### config.mk
export PLATFORM = sky130hd
export DESIGN_NAME = eight_bit_cpu_alu_execute_core
export DESIGN_NICKNAME = d
export VERILOG_FILES = /design/src/rtl/ebc_pkg.sv /design/src/rtl/ebc_fifo.sv /design/src/rtl/ebc_front.sv /design/src/rtl/ebc_back.sv /design/src/rtl/eight_bit_cpu_alu_execute_core.sv
export VERILOG_INCLUDE_DIRS = /design/src /design/src/rtl
export SDC_FILE = /design/constraint.sdc
export NUM_CORES = 1
export LEC_CHECK = 0
export BUFFER_PORTS_ARGS = -buffer_cell sky130_fd_sc_hd__buf_2
export CAP_MARGIN = 20
export CORE_MARGIN = 2
export CORE_UTILIZATION = 30
export CTS_CLUSTER_SIZE = 12
export DETAILED_ROUTE_END_ITERATION = 12
export GPL_TIMING_DRIVEN = 0
export PLACE_DENSITY = 0.43
export SLEW_MARGIN = 20
export SYNTH_ARGS = -nofsm -noshare
export SYNTH_HDL_FRONTEND = slang
export SYNTH_SLANG_ARGS = --single-unit
export TNS_END_PERCENT = 10
### constraint.sdc
create_clock -name clock -period 5 [get_ports clock]
set_input_delay 1 -clock clock [delete_from_list [all_inputs] [get_ports clock]]
set_output_delay 1 -clock clock [all_outputs]
set_load 0.01 [all_outputs]
### src/rtl/eight_bit_cpu_alu_execute_core_defines.svh
// Assertion macros used by the execute core RTL.
`ifndef EIGHT_BIT_CPU_ALU_EXECUTE_CORE_DEFINES_SVH
`define EIGHT_BIT_CPU_ALU_EXECUTE_CORE_DEFINES_SVH

// Same-cycle implication, sampled on clock, off while reset is high.
`define EBC_ASSERT_IMPLY(label, ante, cons, msg) \
   label: assert property (@(posedge clock) disable iff (reset) (ante) |-> (cons)) \
      else $error(msg);

// Next-cycle implication, sampled on clock, off while reset is high.
`define EBC_ASSERT_NEXT(label, ante, cons, msg) \
   label: assert property (@(posedge clock) disable iff (reset) (ante) |=> (cons)) \
      else $error(msg);

`endif

### src/rtl/ebc_pkg.sv
// Shared types, operation codes and constants of the execute core.
package ebc_pkg;

   localparam int unsigned QUEUE_DEPTH = 2;

   localparam logic [7:0] STACK_PAGE_HI = 8'h01;
   localparam logic [7:0] SP_RESET      = 8'hFF;

   // Request operation codes
   localparam logic [5:0] CMD_LDA     = 6'd0;
   localparam logic [5:0] CMD_LDX     = 6'd1;
   localparam logic [5:0] CMD_LDY     = 6'd2;
   localparam logic [5:0] CMD_ADC     = 6'd3;
   localparam logic [5:0] CMD_SBC     = 6'd4;
   localparam logic [5:0] CMD_AND     = 6'd5;
   localparam logic [5:0] CMD_ORA     = 6'd6;
   localparam logic [5:0] CMD_EOR     = 6'd7;
   localparam logic [5:0] CMD_TAX     = 6'd8;
   localparam logic [5:0] CMD_TAY     = 6'd9;
   localparam logic [5:0] CMD_TSX     = 6'd10;
   localparam logic [5:0] CMD_TXA     = 6'd11;
   localparam logic [5:0] CMD_TYA     = 6'd12;
   localparam logic [5:0] CMD_TXS     = 6'd13;
   localparam logic [5:0] CMD_INX     = 6'd14;
   localparam logic [5:0] CMD_INY     = 6'd15;
   localparam logic [5:0] CMD_DEX     = 6'd16;
   localparam logic [5:0] CMD_DEY     = 6'd17;
   localparam logic [5:0] CMD_ASL_A   = 6'd18;
   localparam logic [5:0] CMD_LSR_A   = 6'd19;
   localparam logic [5:0] CMD_ROL_A   = 6'd20;
   localparam logic [5:0] CMD_ROR_A   = 6'd21;
   localparam logic [5:0] CMD_ASL_M   = 6'd22;
   localparam logic [5:0] CMD_LSR_M   = 6'd23;
   localparam logic [5:0] CMD_ROL_M   = 6'd24;
   localparam logic [5:0] CMD_ROR_M   = 6'd25;
   localparam logic [5:0] CMD_INC     = 6'd26;
   localparam logic [5:0] CMD_DEC     = 6'd27;
   localparam logic [5:0] CMD_CMP     = 6'd28;
   localparam logic [5:0] CMD_CPX     = 6'd29;
   localparam logic [5:0] CMD_CPY     = 6'd30;
   localparam logic [5:0] CMD_PHA     = 6'd31;
   localparam logic [5:0] CMD_PLA     = 6'd32;
   localparam logic [5:0] CMD_BIT     = 6'd33;
   localparam logic [5:0] CMD_CLC     = 6'd34;
   localparam logic [5:0] CMD_SEC     = 6'd35;
   localparam logic [5:0] CMD_NOP     = 6'd36;

   // ALU functions
   localparam logic [3:0] ALU_PASS = 4'd0;
   localparam logic [3:0] ALU_ADD  = 4'd1;
   localparam logic [3:0] ALU_SUB  = 4'd2;
   localparam logic [3:0] ALU_AND  = 4'd3;
   localparam logic [3:0] ALU_OR   = 4'd4;
   localparam logic [3:0] ALU_XOR  = 4'd5;
   localparam logic [3:0] ALU_INC  = 4'd6;
   localparam logic [3:0] ALU_DEC  = 4'd7;
   localparam logic [3:0] ALU_ASL  = 4'd8;
   localparam logic [3:0] ALU_LSR  = 4'd9;
   localparam logic [3:0] ALU_ROL  = 4'd10;
   localparam logic [3:0] ALU_ROR  = 4'd11;
   localparam logic [3:0] ALU_CMP  = 4'd12;
   localparam logic [3:0] ALU_BIT  = 4'd13;

   // ALU left operand source
   localparam logic [2:0] SRC_OPND = 3'd0;
   localparam logic [2:0] SRC_A    = 3'd1;
   localparam logic [2:0] SRC_X    = 3'd2;
   localparam logic [2:0] SRC_Y    = 3'd3;
   localparam logic [2:0] SRC_SP   = 3'd4;

   // ALU result destination
   localparam logic [2:0] DST_NONE = 3'd0;
   localparam logic [2:0] DST_A    = 3'd1;
   localparam logic [2:0] DST_X    = 3'd2;
   localparam logic [2:0] DST_Y    = 3'd3;
   localparam logic [2:0] DST_SP   = 3'd4;
   localparam logic [2:0] DST_MEM  = 3'd5;

   // Flag mask bits
   localparam int unsigned MSK_C = 0;
   localparam int unsigned MSK_Z = 1;
   localparam int unsigned MSK_N = 2;

   typedef struct packed {
      logic [5:0]  cmd;
      logic [7:0]  operand;
      logic [2:0]  flag_mask;
      logic [15:0] mem_addr;
   } req_type;

   typedef struct packed {
      logic [7:0]  out_a;
      logic [7:0]  out_x;
      logic [7:0]  out_y;
      logic [7:0]  out_sp;
      logic        out_carry;
      logic        out_zero;
      logic        out_negative;
      logic        mem_write;
      logic [15:0] write_address;
      logic [7:0]  write_data;
   } rsp_type;

   typedef struct packed {
      logic [3:0]  alu_op;
      logic [2:0]  src;
      logic [2:0]  dst;
      logic        carry_ok;
      logic        nz_ok;
      logic        set_carry;
      logic        clr_carry;
      logic        stack_push;
      logic        stack_pull;
      logic [7:0]  operand;
      logic [2:0]  flag_mask;
      logic [15:0] mem_addr;
   } dec_type;

endpackage

### src/rtl/ebc_fifo.sv
// Small register queue with push/full and pop/empty sides.
module ebc_fifo #(
   parameter type item_type = logic,
   parameter int unsigned Depth = 2
) (
   input  logic     clock,
   input  logic     reset,
   input  logic     push,
   input  item_type push_data,
   output logic     full,
   input  logic     pop,
   output item_type pop_data,
   output logic     empty
);

   localparam int unsigned PtrW = (Depth > 1) ? $clog2(Depth) : 1;
   localparam int unsigned CntW = $clog2(Depth + 1);

   item_type            store_ff [Depth];
   logic [PtrW-1:0]     wr_ptr_ff, wr_ptr_in;
   logic [PtrW-1:0]     rd_ptr_ff, rd_ptr_in;
   logic [CntW-1:0]     count_ff, count_in;
   logic                do_push, do_pop;

   assign full     = (count_ff == CntW'(Depth));
   assign empty    = (count_ff == '0);
   assign do_push  = push && !full;
   assign do_pop   = pop && !empty;
   assign pop_data = store_ff[rd_ptr_ff];

   always_comb begin
      wr_ptr_in = wr_ptr_ff;
      rd_ptr_in = rd_ptr_ff;
      count_in  = count_ff;
      if (do_push) begin
         wr_ptr_in = (wr_ptr_ff == PtrW'(Depth - 1)) ? '0 : wr_ptr_ff + 1'b1;
      end
      if (do_pop) begin
         rd_ptr_in = (rd_ptr_ff == PtrW'(Depth - 1)) ? '0 : rd_ptr_ff + 1'b1;
      end
      if (do_push && !do_pop) begin
         count_in = count_ff + 1'b1;
      end else if (do_pop && !do_push) begin
         count_in = count_ff - 1'b1;
      end
   end

   always_ff @(posedge clock) begin
      if (reset) begin
         wr_ptr_ff <= '0;
         rd_ptr_ff <= '0;
         count_ff  <= '0;
      end else begin
         wr_ptr_ff <= wr_ptr_in;
         rd_ptr_ff <= rd_ptr_in;
         count_ff  <= count_in;
      end
   end

   always_ff @(posedge clock) begin
      if (do_push) begin
         store_ff[wr_ptr_ff] <= push_data;
      end
   end

endmodule

### src/rtl/ebc_front.sv
// Front end: accept requests and decode them into ALU controls.
module ebc_front (
   input  logic             push,
   input  ebc_pkg::req_type req_item,
   output logic             full,
   output logic             dq_push,
   output ebc_pkg::dec_type dq_item,
   input  logic             dq_full
);
   import ebc_pkg::*;

   assign full    = dq_full;
   assign dq_push = push;

   always_comb begin
      dq_item            = '0;
      dq_item.alu_op     = ALU_PASS;
      dq_item.src        = SRC_OPND;
      dq_item.dst        = DST_NONE;
      dq_item.operand    = req_item.operand;
      dq_item.flag_mask  = req_item.flag_mask;
      dq_item.mem_addr   = req_item.mem_addr;
      unique case (req_item.cmd)
         CMD_LDA: begin dq_item.dst = DST_A; dq_item.nz_ok = 1'b1; end
         CMD_LDX: begin dq_item.dst = DST_X; dq_item.nz_ok = 1'b1; end
         CMD_LDY: begin dq_item.dst = DST_Y; dq_item.nz_ok = 1'b1; end
         CMD_ADC, CMD_SBC: begin
            dq_item.alu_op   = (req_item.cmd == CMD_ADC) ? ALU_ADD : ALU_SUB;
            dq_item.src      = SRC_A;
            dq_item.dst      = DST_A;
            dq_item.carry_ok = 1'b1;
            dq_item.nz_ok    = 1'b1;
         end
         CMD_AND: begin
            dq_item.alu_op = ALU_AND; dq_item.src = SRC_A;
            dq_item.dst = DST_A; dq_item.nz_ok = 1'b1;
         end
         CMD_ORA: begin
            dq_item.alu_op = ALU_OR; dq_item.src = SRC_A;
            dq_item.dst = DST_A; dq_item.nz_ok = 1'b1;
         end
         CMD_EOR: begin
            dq_item.alu_op = ALU_XOR; dq_item.src = SRC_A;
            dq_item.dst = DST_A; dq_item.nz_ok = 1'b1;
         end
         CMD_TAX: begin dq_item.src = SRC_A;  dq_item.dst = DST_X; dq_item.nz_ok = 1'b1; end
         CMD_TAY: begin dq_item.src = SRC_A;  dq_item.dst = DST_Y; dq_item.nz_ok = 1'b1; end
         CMD_TSX: begin dq_item.src = SRC_SP; dq_item.dst = DST_X; dq_item.nz_ok = 1'b1; end
         CMD_TXA: begin dq_item.src = SRC_X;  dq_item.dst = DST_A; dq_item.nz_ok = 1'b1; end
         CMD_TYA: begin dq_item.src = SRC_Y;  dq_item.dst = DST_A; dq_item.nz_ok = 1'b1; end
         CMD_TXS: begin dq_item.src = SRC_X;  dq_item.dst = DST_SP; end
         CMD_INX, CMD_DEX: begin
            dq_item.alu_op = (req_item.cmd == CMD_INX) ? ALU_INC : ALU_DEC;
            dq_item.src = SRC_X; dq_item.dst = DST_X; dq_item.nz_ok = 1'b1;
         end
         CMD_INY, CMD_DEY: begin
            dq_item.alu_op = (req_item.cmd == CMD_INY) ? ALU_INC : ALU_DEC;
            dq_item.src = SRC_Y; dq_item.dst = DST_Y; dq_item.nz_ok = 1'b1;
         end
         CMD_ASL_A, CMD_LSR_A, CMD_ROL_A, CMD_ROR_A: begin
            dq_item.alu_op   = ALU_ASL + 4'(req_item.cmd - CMD_ASL_A);
            dq_item.src      = SRC_A;
            dq_item.dst      = DST_A;
            dq_item.carry_ok = 1'b1;
            dq_item.nz_ok    = 1'b1;
         end
         CMD_ASL_M, CMD_LSR_M, CMD_ROL_M, CMD_ROR_M: begin
            dq_item.alu_op   = ALU_ASL + 4'(req_item.cmd - CMD_ASL_M);
            dq_item.dst      = DST_MEM;
            dq_item.carry_ok = 1'b1;
            dq_item.nz_ok    = 1'b1;
         end
         CMD_INC, CMD_DEC: begin
            dq_item.alu_op = (req_item.cmd == CMD_INC) ? ALU_INC : ALU_DEC;
            dq_item.dst    = DST_MEM;
            dq_item.nz_ok  = 1'b1;
         end
         CMD_CMP, CMD_CPX, CMD_CPY: begin
            dq_item.alu_op   = ALU_CMP;
            dq_item.src      = (req_item.cmd == CMD_CMP) ? SRC_A :
                               (req_item.cmd == CMD_CPX) ? SRC_X : SRC_Y;
            dq_item.carry_ok = 1'b1;
            dq_item.nz_ok    = 1'b1;
         end
         CMD_PHA: begin
            dq_item.src = SRC_A; dq_item.dst = DST_MEM; dq_item.stack_push = 1'b1;
         end
         CMD_PLA: begin
            dq_item.dst = DST_A; dq_item.nz_ok = 1'b1; dq_item.stack_pull = 1'b1;
         end
         CMD_BIT: begin
            dq_item.alu_op = ALU_BIT; dq_item.src = SRC_A; dq_item.nz_ok = 1'b1;
         end
         CMD_CLC: dq_item.clr_carry = 1'b1;
         CMD_SEC: dq_item.set_carry = 1'b1;
         default: dq_item.dst = DST_NONE;
      endcase
   end

endmodule

### src/rtl/ebc_back.sv
// Back end: architectural registers, ALU and result formation.
module ebc_back (
   input  logic             clock,
   input  logic             reset,
   input  ebc_pkg::dec_type dq_item,
   input  logic             dq_empty,
   output logic             dq_pop,
   output logic             rq_push,
   output ebc_pkg::rsp_type rq_item,
   input  logic             rq_full
);
   import ebc_pkg::*;

   logic [7:0] a_ff, a_in;
   logic [7:0] x_ff, x_in;
   logic [7:0] y_ff, y_in;
   logic [7:0] sp_ff, sp_in;
   logic       c_ff, c_in;
   logic       z_ff, z_in;
   logic       n_ff, n_in;

   logic       fire;
   logic [7:0] lhs, rhs, rhs_eff, res;
   logic [8:0] sum;
   logic       cin, cout, sub_mode, mem_wr, neg_val;

   assign fire    = !dq_empty && !rq_full;
   assign dq_pop  = fire;
   assign rq_push = fire;

   always_comb begin
      unique case (dq_item.src)
         SRC_A:   lhs = a_ff;
         SRC_X:   lhs = x_ff;
         SRC_Y:   lhs = y_ff;
         SRC_SP:  lhs = sp_ff;
         default: lhs = dq_item.operand;
      endcase
   end

   assign rhs      = dq_item.operand;
   assign sub_mode = (dq_item.alu_op == ALU_SUB) || (dq_item.alu_op == ALU_CMP);
   assign rhs_eff  = sub_mode ? ~rhs : rhs;
   assign cin      = (dq_item.alu_op == ALU_CMP) ? 1'b1 : c_ff;
   assign sum      = {1'b0, lhs} + {1'b0, rhs_eff} + {8'd0, cin};

   always_comb begin
      res  = lhs;
      cout = c_ff;
      unique case (dq_item.alu_op)
         ALU_ADD, ALU_SUB, ALU_CMP: begin res = sum[7:0]; cout = sum[8]; end
         ALU_AND: res = lhs & rhs;
         ALU_OR:  res = lhs | rhs;
         ALU_XOR: res = lhs ^ rhs;
         ALU_INC: res = lhs + 8'd1;
         ALU_DEC: res = lhs - 8'd1;
         ALU_ASL: begin res = {lhs[6:0], 1'b0}; cout = lhs[7]; end
         ALU_LSR: begin res = {1'b0, lhs[7:1]}; cout = lhs[0]; end
         ALU_ROL: begin res = {lhs[6:0], c_ff}; cout = lhs[7]; end
         ALU_ROR: begin res = {c_ff, lhs[7:1]}; cout = lhs[0]; end
         ALU_BIT: res = lhs & rhs;
         default: res = lhs;
      endcase
   end

   // BIT takes negative from the operand, not from the masked value
   assign neg_val = (dq_item.alu_op == ALU_BIT) ? rhs[7] : res[7];
   assign mem_wr  = (dq_item.dst == DST_MEM);

   always_comb begin
      a_in  = (dq_item.dst == DST_A) ? res : a_ff;
      x_in  = (dq_item.dst == DST_X) ? res : x_ff;
      y_in  = (dq_item.dst == DST_Y) ? res : y_ff;
      if (dq_item.stack_push) begin
         sp_in = sp_ff - 8'd1;
      end else if (dq_item.stack_pull) begin
         sp_in = sp_ff + 8'd1;
      end else if (dq_item.dst == DST_SP) begin
         sp_in = res;
      end else begin
         sp_in = sp_ff;
      end
      priority if (dq_item.clr_carry) begin
         c_in = 1'b0;
      end else if (dq_item.set_carry) begin
         c_in = 1'b1;
      end else if (dq_item.carry_ok && dq_item.flag_mask[MSK_C]) begin
         c_in = cout;
      end else begin
         c_in = c_ff;
      end
      z_in = (dq_item.nz_ok && dq_item.flag_mask[MSK_Z]) ? (res == 8'd0) : z_ff;
      n_in = (dq_item.nz_ok && dq_item.flag_mask[MSK_N]) ? neg_val : n_ff;
   end

   always_comb begin
      rq_item.out_a        = a_in;
      rq_item.out_x        = x_in;
      rq_item.out_y        = y_in;
      rq_item.out_sp       = sp_in;
      rq_item.out_carry    = c_in;
      rq_item.out_zero     = z_in;
      rq_item.out_negative = n_in;
      rq_item.mem_write    = mem_wr;
      rq_item.write_data   = mem_wr ? res : 8'd0;
      if (!mem_wr) begin
         rq_item.write_address = 16'd0;
      end else if (dq_item.stack_push) begin
         rq_item.write_address = {STACK_PAGE_HI, sp_ff};
      end else begin
         rq_item.write_address = dq_item.mem_addr;
      end
   end

   always_ff @(posedge clock) begin
      if (reset) begin
         a_ff  <= 8'd0;
         x_ff  <= 8'd0;
         y_ff  <= 8'd0;
         sp_ff <= SP_RESET;
         c_ff  <= 1'b0;
         z_ff  <= 1'b0;
         n_ff  <= 1'b0;
      end else if (fire) begin
         a_ff  <= a_in;
         x_ff  <= x_in;
         y_ff  <= y_in;
         sp_ff <= sp_in;
         c_ff  <= c_in;
         z_ff  <= z_in;
         n_ff  <= n_in;
      end
   end

endmodule

### src/rtl/eight_bit_cpu_alu_execute_core.sv
// A request is held in the decode queue, executed, then held in the result queue until popped.
// Throughput: one request per cycle while the queues have room; execute retires one per cycle.
// The decode queue and the result queue (QueueDepth entries each) absorb stalls on either side.
// Reset (synchronous, active high): A, X, Y and flags clear, SP goes to 0xFF, queues empty.
`include "eight_bit_cpu_alu_execute_core_defines.svh"
module eight_bit_cpu_alu_execute_core #(
   parameter int unsigned QueueDepth = ebc_pkg::QUEUE_DEPTH
) (
   input  logic             clock,
   input  logic             reset,
   input  logic             push,
   input  ebc_pkg::req_type req_item,
   output logic             full,
   input  logic             pop,
   output ebc_pkg::rsp_type rsp_item,
   output logic             empty
);
   import ebc_pkg::*;

   // Decoded request queue between front and back
   logic    dq_push, dq_full, dq_pop, dq_empty;
   dec_type dq_in, dq_out;

   // Result queue between back end and the response side
   logic    rq_push, rq_full;
   rsp_type rq_in;

   // Front: classify the request and hand it to the decode queue
   ebc_front u_front (
      .push     (push),
      .req_item (req_item),
      .full     (full),
      .dq_push  (dq_push),
      .dq_item  (dq_in),
      .dq_full  (dq_full)
   );

   ebc_fifo #(
      .item_type (dec_type),
      .Depth     (QueueDepth)
   ) u_dec_queue (
      .clock     (clock),
      .reset     (reset),
      .push      (dq_push),
      .push_data (dq_in),
      .full      (dq_full),
      .pop       (dq_pop),
      .pop_data  (dq_out),
      .empty     (dq_empty)
   );

   // Back: execute the oldest decoded request whenever the result queue has room
   ebc_back u_back (
      .clock    (clock),
      .reset    (reset),
      .dq_item  (dq_out),
      .dq_empty (dq_empty),
      .dq_pop   (dq_pop),
      .rq_push  (rq_push),
      .rq_item  (rq_in),
      .rq_full  (rq_full)
   );

   // Hold finished results until the consumer pops them
   ebc_fifo #(
      .item_type (rsp_type),
      .Depth     (QueueDepth)
   ) u_rsp_queue (
      .clock     (clock),
      .reset     (reset),
      .push      (rq_push),
      .push_data (rq_in),
      .full      (rq_full),
      .pop       (pop),
      .pop_data  (rsp_item),
      .empty     (empty)
   );

   // An accepted request must reach the decode queue
   `EBC_ASSERT_NEXT(a_req_enqueued, push && !full, !dq_empty, "accepted request lost")
   // A retired request must show up on the response side
   `EBC_ASSERT_NEXT(a_rsp_visible, rq_push, !empty, "executed request not visible")
   // Results without a memory write carry zero address and data
   `EBC_ASSERT_IMPLY(a_no_write_zero, !empty && !rsp_item.mem_write,
      rsp_item.write_address == 16'd0 && rsp_item.write_data == 8'd0,
      "stray memory write fields")

endmodule
==> flow_summary.yaml, run 1 <==
run_status:
  status: "complete, no violations"
pwr:
  ir_drop_uv: 309.4
  pwr_density_cell_mw_per_mm2: 700.8
  p_leak_nw: 5.691
  p_total_mw: 11.11
timing:
  setup-tns-final_ns: 0
  period_minus_slack_ns: 4.760
  finClkSkew_ns: 0.02126
  finalHoldViolCount: 0
  max_freq_mhz: 210.1
  finalCritPeriodShare_pct: 95.19
  maxSlewViolCount: 0
  worst_pin_slew_ns: 1.037
  finalSetupViolations: 0
  rsz0062_at_grt: "no"
  timing.slew.headroom_pct: 29.05
yosys:
  synth_flop_cell: "edfxtp_1"
  yosys_warnings: 0
  ys_ff_latch: 251
  avgSynthCellArea_um2: 11.11
  synth.cell_area_mm2: 0.01321
  yosysTopAreaCellShare_pct: 46.84
  synth_async_sr_flop_share_pct: 0
  synth-seq-area-share_pct: 53.66
  synth_cells: 1189
  synth.area.top_cells: "edfxtp_1 47%, dfxtp_1 6.8%, mux2_2 6.8%"
  synth.distinct_cells: 86
  synth_edf_count: 206
  synth.largest_area_cell: "edfxtp_1"
  synth.net_count: 1264
floorplanning:
  die_h_um: 213.8
  rows: 76
  die_x_um: 213.8
  ios: 99
  start_util_pct: 30.52
  core_area_mm2: 0.04327
  dieArea_mm2: 0.04571
worst_setup_path:
  crit_required_ns: 5.50
  crit_path_max_fanout: 8
  crit_path_end_kind: "flip-flop"
  crit_arrival_ns: 5.26
  cp-start-kind: "flip-flop"
  crit_type: "reg -> reg"
place:
  io_buffers: 97
  dp_hpwl_mm: 29.18
  place_inst: 1875
  gp_congestion: 0.8928
global_route:
  grt_pass1_vias: 9682
  grt_usage_pct: 17.52
  antenna_found_initial: 1
  grt_pass1_wl_mm: 60.24
  globalRouteOverflowTotal: 0
  grt_start_max_net_pins: 44
routing:
  routed_wl_mm: 40.24
  drt-initial-drc-count: 730
  drc_errors: 0
  vias_per_cell: 5.155
  dr.pass1.iters: 5
  num_vias: 10000
  antenna_left: 0
  drt-wirelength-per-cell_um: 20.74
clock_network:
  cts.sinks: 251
  clockRootBuffer: "clkbuf_16"
  cts_hold_buf: 0
  cts-htree-levels: 1
  clk_pin_slew_ns: 0.06
  clk_path_buf_depth: 3
  clk_latency_ns: 0.58
  cts_buffers: 29
  cts_tree: "built"
cells_and_area:
  final_common_cell: "edfxtp_1"
  nets: 1406
  final_cell_mix: "206 x edfxtp_1, 105 x buf_2, 102 x nand2_1, 92 x nor2_1, 80 x mux2_2"
  drive_above_1_share_pct: 23.49
  area_growth_pct: 20.05
  final_cells: 1940
worst_hold_path:
  hold_path.class: "reg -> reg"
run:
  drv_cap: 0
==> metrics by stage <==
step	util, %	area, um2	hold WS [ns]	setup WS, ns
2_1_floorplan	-	13210	0.4424	0.7668
3_3_place_gp	33.34	14420	0.4558	-1.420
3_5_place_dp	33.59	14530	0.4712	-0.8861
4_1_cts	36.18	15650	0.4797	0.02238
5_1_grt	36.64	15850	0.5023	0.01489
6_report	36.64	15850	0.4813	0.2405
==> power by group <==
part / leakage (nW) / switching [mW] / total, mW / internal [mW]
sequential: 2.31 / 0.232 / 3.27 / 3.04
combinational: 2.89 / 3.53 / 5.69 / 2.15
clock: 0.489 / 0.862 / 2.15 / 1.29
==> worst max-delay path: stages, from the launching register on <==
cell	delay [ns]
edfxtp_1	0.37
buf_2	0.19
o21a_1	0.19
or3_1	0.33
clkbuf_1	0.17
nand3_2	0.15
o21a_4	0.20
inv_1	0.16
fa_1	0.51
fa_1	0.47
nand2b_1	0.19
a21oi_2	0.18
nor4_1	0.07
nor3_1	0.33
a22o_1	0.24
o32ai_4	0.12
buf_12	0.19
o21ai_0	0.37
nand2_1	0.12
a21oi_1	0.15
==> path summary, 6_finish.rpt <==
kind                                                   from  slack [ns]  cells after the start             end
worst max-delay path            u_dec_queue.store_ff[0][36]        0.24                     19  u_back.x_ff[6]
worst min register to register               u_back.x_ff[6]        0.48                      2  u_back.x_ff[6]
worst max register to register  u_dec_queue.store_ff[0][36]        0.24                     19  u_back.x_ff[6]
worst min-delay path                         u_back.x_ff[6]        0.48                      2  u_back.x_ff[6]
==> Yosys cell counts, types with 4 or more instances <==
master	n
a31oi_1	10
ha_1	35
a21oi_1	71
nand4_1	6
o31ai_1	6
o22ai_1	10
nor3_1	41
dfxtp_1	45
mux2i_1	36
nand3_1	24
a32oi_1	7
nand2_1	103
buf_4	6
a22o_1	4
nor2_1	96
buf_2	11
xnor2_1	18
buf_1	8
o221ai_1	4
and3_1	6
inv_1	45
o21ai_0	67
o21ai_1	10
nor3b_1	7
and2_1	7
a221oi_1	5
xor2_1	13
edfxtp_1	206
nor4_1	10
nor2b_1	6
mux2_2	80
o21a_1	4
clkbuf_1	48
a22oi_1	5
or4_1	4
nand2b_1	13
o211ai_1	6
or3_1	4
a211oi_1	19
nand3b_1	5
==> area by class of cell <==
class | count | area [um2]
Clock inverter | 13 | 133.9
Clock buffer | 41 | 850.8
Tap cell | 585 | 732.0
Fill cell | 4312 | 27410
Buffer | 72 | 329.1
Antenna cell | 1 | 2.502
Timing Repair Buffer | 113 | 680.7
Inverter | 48 | 180.2
Multi-Input combinational cell | 816 | 5858
Sequential cell | 251 | 7087
==> sequential cells by signal, summed over array words and instances, names as in the netlist, 2 cells and up, named ones only <==
| signal | count |
|---|---|
| u_back.a_ff | 8 |
| u_back.sp_ff | 8 |
| u_back.x_ff | 8 |
| u_back.y_ff | 8 |
| u_dec_queue.count_ff | 2 |
| u_dec_queue.store_ff | 86 |
| u_rsp_queue.count_ff | 2 |
| u_rsp_queue.store_ff | 120 |
==> repair_timing <==
action                     in CTS  in global routing
resized for setup              24                 21
pin swaps                       2                  7
setup buffers                   0                 12
setup endpoints to repair     103                 55
==> routing by layer <==
layer | wire length, um | share of wire [%] | up-vias | track usage [%]
met5 | 0 | 0 | - | 0
met4 | 998 | 2.5 | 0 | 5.316
met3 | 1712 | 4.3 | 51 | 2.197
met2 | 17850 | 44 | 235 | 27.12
met1 | 19680 | 49 | 4967 | 25.51
li1 | - | - | 4747 | -
==> logic make-up (layout without fill, tap and decap cells) <==
kind of cell | Yosys count | after routing | synth area share (%)
flip-flops | 251 | 251 | 53.66
multiplexers | 120 | 120 | 9.986
buffers and inverters | 122 | 287 | 3.799
adder cells (fa/ha/maj) | 39 | 39 | 3.847
AND/OR/NAND/NOR | 346 | 346 | 12.39
AO/OA/AOI/OAI | 280 | 280 | 14.26
XOR/XNOR | 31 | 31 | 2.056
other | 0 | 1 | 0
Power figures use the tool's default switching activity.
==> run 2: changes to the inputs <==
--- a/config.mk
+++ b/config.mk
@@ -13,7 +13,7 @@
 export CTS_CLUSTER_SIZE = 12
 export DETAILED_ROUTE_END_ITERATION = 12
 export GPL_TIMING_DRIVEN = 0
-export PLACE_DENSITY = 0.43
+export PLACE_DENSITY = 0.55
 export SLEW_MARGIN = 20
 export SYNTH_ARGS = -nofsm -noshare
 export SYNTH_HDL_FRONTEND = slang
==> constraint.sdc (replaced) <==
create_clock -name clock -period 4.6 [get_ports clock]
set_input_delay 0.92 -clock clock [delete_from_list [all_inputs] [get_ports clock]]
set_output_delay 0.92 -clock clock [all_outputs]
set_load 0.01 [all_outputs]
==> run 2 against run 1 <==
  * Maximum frequency increased by 4.8%
  * Sequential power grew 8.6%
  * Die area unchanged
  * Count of clock-buffer cells in the layout stayed put
  * Routed wire length is 2.5% lower
  * Flip-flop and latch count is the same
  * Power grew 8.0%
  * Hold slack worse by 0.0033 ns
  * Via count is 0.72% higher
  * Core utilization barely moved
  * Critical endpoint is now u_rsp_queue.store_ff[1][26]
==> flow_summary.yaml, run 2 (synthesis gave the netlist of run 1 again) <==
pwr:
  pwr_density_cell_mw_per_mm2: 757.4
  p_total_mw: 12.00
  swShare_pct: 41.86
  p_comb_share_pct: 52.7
  power_switching_mw: 5.023
  p_seq_share_pct: 29.6
  pwr-share-clk_pct: 17.7
  p_leak_nw: 5.664
  power.internal_mw: 6.975
  ir_drop_uv: 341.3
place:
  gp_congestion: 0.8956
  io_buffers: 97
  dp_hpwl_mm: 28.41
worst_setup_path:
  crit_path_start: "u_dec_queue.store_ff[0][37]"
  cp-start-kind: "flip-flop"
  crit_type: "reg -> reg"
  crit_path_max_fanout: 10
  crit_arrival_ns: 4.94
  r2r_setup_slack_ns: 0.06
  crit_path_end_kind: "flip-flop"
  r2r_start: "u_dec_queue.store_ff[0][37]"
  reg2reg_depth: 17
  crit_required_ns: 5.00
  rr_endpoint: "u_rsp_queue.store_ff[1][26]"
floorplanning:
  start_util_pct: 30.52
  die_h_um: 213.8
  dieArea_mm2: 0.04571
  core_area_mm2: 0.04327
  rows: 76
  die_x_um: 213.8
  ios: 99
routing:
  num_vias: 10072
  dr.pass1.iters: 6
  routed_wl_mm: 39.25
  antenna_left: 0
  drt-initial-drc-count: 846
  drt-wirelength-per-cell_um: 20.22
  drc_errors: 0
  vias_per_cell: 5.189
timing:
  finalCritPeriodShare_pct: 98.69
  worst_pin_slew_ns: 1.068
  period_minus_slack_ns: 4.540
  setup-tns-final_ns: 0
  timing.slew.headroom_pct: 28.64
  finalHoldViolCount: 0
  rsz0062_at_grt: "yes"
  max_freq_mhz: 220.3
  finClkSkew_ns: 0.02009
  maxSlewViolCount: 0
  finalSetupViolations: 0
clock_network:
  clk_path_buf_depth: 3
  clockRootBuffer: "clkbuf_16"
  clk_pin_slew_ns: 0.06
  cts_tree: "built"
  clk_latency_ns: 0.57
  cts.sinks: 251
  cts_hold_buf: 0
  cts-htree-levels: 1
  cts_buffers: 27
global_route:
  grt_pass1_wl_mm: 59.03
  grt_usage_pct: 16.99
  grt_start_max_net_pins: 34
  grt_pass1_vias: 9591
  antenna_found_initial: 1
  globalRouteOverflowTotal: 0
worst_hold_path:
  hold_start: "u_back.n_ff"
  hold_path.class: "reg -> reg"
  worstHoldEndpoint: "u_back.n_ff"
  min_path_cells: 2
run_status:
  status: "complete, no violations"
cells_and_area:
  nets: 1410
  final_common_cell: "edfxtp_1"
  top_register: "u_rsp_queue.store_ff"
  seqCellArea_mm2: 0.007087
  drive_above_1_share_pct: 23.75
  antenna_cells: 0
  largest_register_ffs: 120
  area_growth_pct: 19.94
  final_cell_mix: "206 x edfxtp_1, 105 x buf_2, 102 x nand2_1, 92 x nor2_1, 80 x mux2_2"
  multi_input_area_mm2: 0.005906
  reg.largest.list: "u_rsp_queue.store_ff x120, u_dec_queue.store_ff x86"
  fill_cells: 4293
run:
  drv_cap: 0
==> run 2: cell count changes in the layout (fill, tap and decap cells not counted), moves of 3 or more <==
cell | before | now
buf_4 | 16 | 25
o21ai_0 | 66 | 63
clkbuf_1 | 49 | 57
clkbuf_4 | 3 | 0
clkbuf_8 | 8 | 2
==> run 2: metrics by stage <==
step	utilization (%)	cells	hold slack [ns]	setup WS [ns]	area [um2]
floorplan	-	1189	0.4424	0.3668	13210
global placement	33.34	1871	0.4591	-1.371	14420
detailed placement	33.63	1876	0.4694	-1.386	14550
CTS	36.40	1938	0.4784	0.04039	15750
global route	36.61	1941	0.4976	-0.09935	15840
finish	36.61	1941	0.4780	0.06043	15840
==> run 2: area by class of cell <==
class,instances,share of cell area [%]
Tap cell,585,4.621
Clock buffer,41,4.724
Inverter,48,1.161
Multi-Input combinational cell,816,37.28
Sequential cell,251,44.74
Clock inverter,9,0.7109
Timing Repair Buffer,119,4.708
Buffer,72,2.054
==> run 2: worst max path at each step <==
stage	to	slack (ns)	cells past startpoint
floorplan	u_rsp_queue.store_ff[0][34]	0.37	16
global placement	u_rsp_queue.store_ff[0][55]	-1.37	3
detailed placement	u_rsp_queue.store_ff[0][26]	-1.39	16
CTS	u_rsp_queue.store_ff[0][25]	0.04	18
global route	u_rsp_queue.store_ff[1][26]	-0.1	16
finish	u_rsp_queue.store_ff[1][26]	0.06	17
==> run 2: what timing repair did <==
item,CTS,global route
pin swaps,8,2
setup endpoints to repair,117,79
hold endpoints to repair,0,0
buffers inserted,13,4
resized for setup,46,13
==> run 2: layer usage <==
metal / vias up / global-route usage (%) / share of wire (%)
met5: - / 0 / 0.018
met4: 2 / 3.951 / 1.7
met3: 52 / 2.241 / 5.5
met2: 328 / 27.03 / 46
met1: 4949 / 24.56 / 47
li1: 4741 / - / -
==> run 2: power by group through the flow <==
stage	Sequential (mW)	Clock (mW)	Combinational, mW
floorplan	3.53	0	3.68
global placement	3.61	0	5.46
detailed placement	3.59	0	5.64
CTS	3.55	2.19	6.17
global route	3.61	2.27	6.83
finish	3.55	2.13	6.32
==> run 2: critical path: stages (launching register included) <==
cell and delay (ns):
edfxtp_1 0.32, buf_2 0.22, mux2_4 0.21, buf_2 0.21
nand3_1 0.18, a21oi_4 0.24, o21a_4 0.18, clkinvlp_4 0.11
fa_2 0.43, fa_2 0.38, xor2_1 0.24, o21ai_0 0.19
a2111oi_4 0.54, a32oi_4 0.22, nor2_1 0.15, nand2_1 0.08
nor4_2 0.26, a21o_1 0.20
==> run 3: changes to the inputs <==
==> constraint.sdc (replaced) <==
create_clock -name clock -period 5.83 [get_ports clock]
set_input_delay 1.166 -clock clock [delete_from_list [all_inputs] [get_ports clock]]
set_output_delay 1.166 -clock clock [all_outputs]
set_load 0.01 [all_outputs]
==> run 3 against run 2 <==
  * Via count is 2.0% lower
  * Flip-flop and latch count is the same
  * Clock power down 21%
  * Register-to-register slack better by 0.27 ns
  * Critical path depth unchanged
  * First-iteration DRC count increased by 2.4%
  * Sequential share of layout area is 1.2 points higher
  * Routed wire length shrank 1.6%
  * Global-route usage fell by 0.24 points
  * Sequential power decreased by 21%
  * Design area fell by 2.6%
  * Critical path type unchanged
==> flow_summary.yaml, run 3 (synthesis gave the netlist of run 1 again) <==
run_status:
  status: "complete, no violations"
clock_network:
  cts.sinks: 251
  postCtsSetupBuffers: 0
  clk_latency_ns: 0.58
  clk_pin_slew_ns: 0.06
  cts_hold_buf: 0
  clk_path_buf_depth: 3
  cts-htree-levels: 1
  cts_buffers: 27
  cts_tree: "built"
  clockRootBuffer: "clkbuf_16"
floorplanning:
  ios: 99
  die_h_um: 213.8
  start_util_pct: 30.52
  die_x_um: 213.8
  rows: 76
  dieArea_mm2: 0.04571
  core_area_mm2: 0.04327
global_route:
  use_met3_pct: 2.226
  gr-usage-met2_pct: 26.32
  globalRouteOverflowTotal: 0
  grt_pass1_vias: 9454
  use_met1_pct: 24.47
  grt_pass1_wl_mm: 58.15
  grt.busiest_layer: "met2"
  antenna_found_initial: 1
  grt_start_max_net_pins: 34
  grt_usage_pct: 16.75
pwr:
  pwr-share-clk_pct: 18.7
  power_switching_mw: 3.764
  p_seq_share_pct: 31.2
  swShare_pct: 41.99
  power.internal_mw: 5.199
  ir_drop_uv: 259.4
  pwr_density_cell_mw_per_mm2: 581.0
  p_leak_nw: 5.524
  p_comb_share_pct: 50.1
  p_total_mw: 8.963
run:
  drv_cap: 0
timing:
  finClkSkew_ns: 0.02239
  finalSetupViolations: 0
  max_freq_mhz: 182.0
  rsz0062_at_grt: "yes"
  finalCritPeriodShare_pct: 94.27
  worst_pin_slew_ns: 1.079
  maxSlewViolCount: 0
  hold_ws_ns: 0.4794
  timing.slew.headroom_pct: 28.05
  timing.final.ws_setup_ns: 0.3340
  finalHoldViolCount: 0
  period_minus_slack_ns: 5.496
cells_and_area:
  final_common_cell: "edfxtp_1"
  area_growth_pct: 16.82
  reg.largest.list: "u_rsp_queue.store_ff x120, u_dec_queue.store_ff x86"
  final_cell_mix: "206 x edfxtp_1, 108 x buf_2, 103 x nand2_1, 94 x nor2_1, 80 x mux2_2"
  nets: 1395
  top_register: "u_rsp_queue.store_ff"
  largest_register_ffs: 120
  final_cell_area_mm2: 0.01543
  drive_above_1_share_pct: 20.43
  antenna_cells: 0
place:
  place_area_mm2: 0.01455
  io_buffers: 97
  gp_congestion: 0.8956
  dp_hpwl_mm: 28.41
  dpl_worst_slack_ns: -0.1562
worst_hold_path:
  worstHoldEndpoint: "u_back.x_ff[2]"
  hold_path.class: "reg -> reg"
  min_path_cells: 2
  hold_start: "u_back.x_ff[2]"
worst_setup_path:
  reg2reg_depth: 17
  crit_type: "reg -> reg"
  crit_arrival_ns: 5.90
  cp-start-kind: "flip-flop"
  r2r_setup_slack_ns: 0.33
  crit_required_ns: 6.23
  crit_path_max_fanout: 10
  crit_path_end_kind: "flip-flop"
  rr_endpoint: "u_rsp_queue.store_ff[1][26]"
routing:
  num_vias: 9867
  drt-wirelength-per-cell_um: 20.06
  dr.pass1.iters: 5
  drc_errors: 0
  routed_wl_mm: 38.63
  antenna_left: 0
  drt-initial-drc-count: 866
  vias_per_cell: 5.123
==> run 3: changes by cell type in the layout (fill, tap and decap cells not counted), sizes merged <==
cell | before | now
buf | 146 | 128
inv | 47 | 48
clkbuf | 86 | 89
clkinvlp | 1 | 0
==> run 3: area by class of cell <==
type | count | area, um2
well taps | 585 | 732.0
plain buffers | 74 | 321.6
inverters | 48 | 180.2
clock inverters | 9 | 112.6
fillers | 4326 | 27840
flip-flops and latches | 251 | 7087
clock buffers | 41 | 748.2
repair buffers | 102 | 593.1
multi-input cells | 816 | 5653
==> run 3: per-stage QoR <==
stage | std cells | util [%] | setup TNS, ns
after floorplan | 1189 | - | 0
after global placement | 1871 | 33.34 | -8.542
after detailed placement | 1876 | 33.63 | -0.3696
after CTS | 1926 | 35.62 | 0
after global routing | 1926 | 35.66 | -0.009234
final | 1926 | 35.66 | 0
==> run 3: worst max-delay path by stage <==
stage,start,endpoint,slack (ns),cells past startpoint
after CTS,flip-flop,u_rsp_queue.store_ff[1][26],0.09,15
after detailed placement,flip-flop,u_rsp_queue.store_ff[0][26],-0.16,16
after global routing,u_dec_queue.store_ff[1][36],u_back.sp_ff[1],-0.009,16
after floorplan,flip-flop,u_rsp_queue.store_ff[0][34],1.60,16
after global placement,u_rsp_queue.count_ff[0],u_rsp_queue.store_ff[0][55],-0.14,3
final,flip-flop,u_rsp_queue.store_ff[1][26],0.33,17
==> run 3: power by group through the flow <==
stage	sequential (mW)	combinational [mW]	clock (mW)
final	2.79	4.49	1.68
after global routing	2.84	4.91	1.79
after CTS	2.80	4.48	1.72
after detailed placement	2.83	4.45	0
after global placement	2.86	4.34	0
after floorplan	2.78	2.90	0
==> run 3: repair_timing <==
item / CTS / global route
setup endpoints to repair: 11 / 36
gates resized for setup: 1 / 3
hold endpoints to repair: 0 / 0
gates cloned: 0 / 0
==> run 3: worst max-delay path, cell delays in order, from the launching register on <==
cell and delay, ns:
dfxtp_1 0.32, buf_6 0.16, mux2i_1 0.28, clkbuf_1 0.44, nand4_1 0.16, nand2_1 0.20
o21a_1 0.33, inv_1 0.21, fa_1 0.51, fa_1 0.44, xor2_1 0.27, o21ai_0 0.14
a2111oi_2 0.62, a32oi_1 0.47, nor2_1 0.19, nand2_1 0.08, nor4_2 0.29, a21o_1 0.19
==> run 3: metal layers <==
metal	wire length [um]	up-vias
li1	-	4716
met1	18470	4786
met2	17380	321
met3	2183	42
met4	583	2
met5	7	-
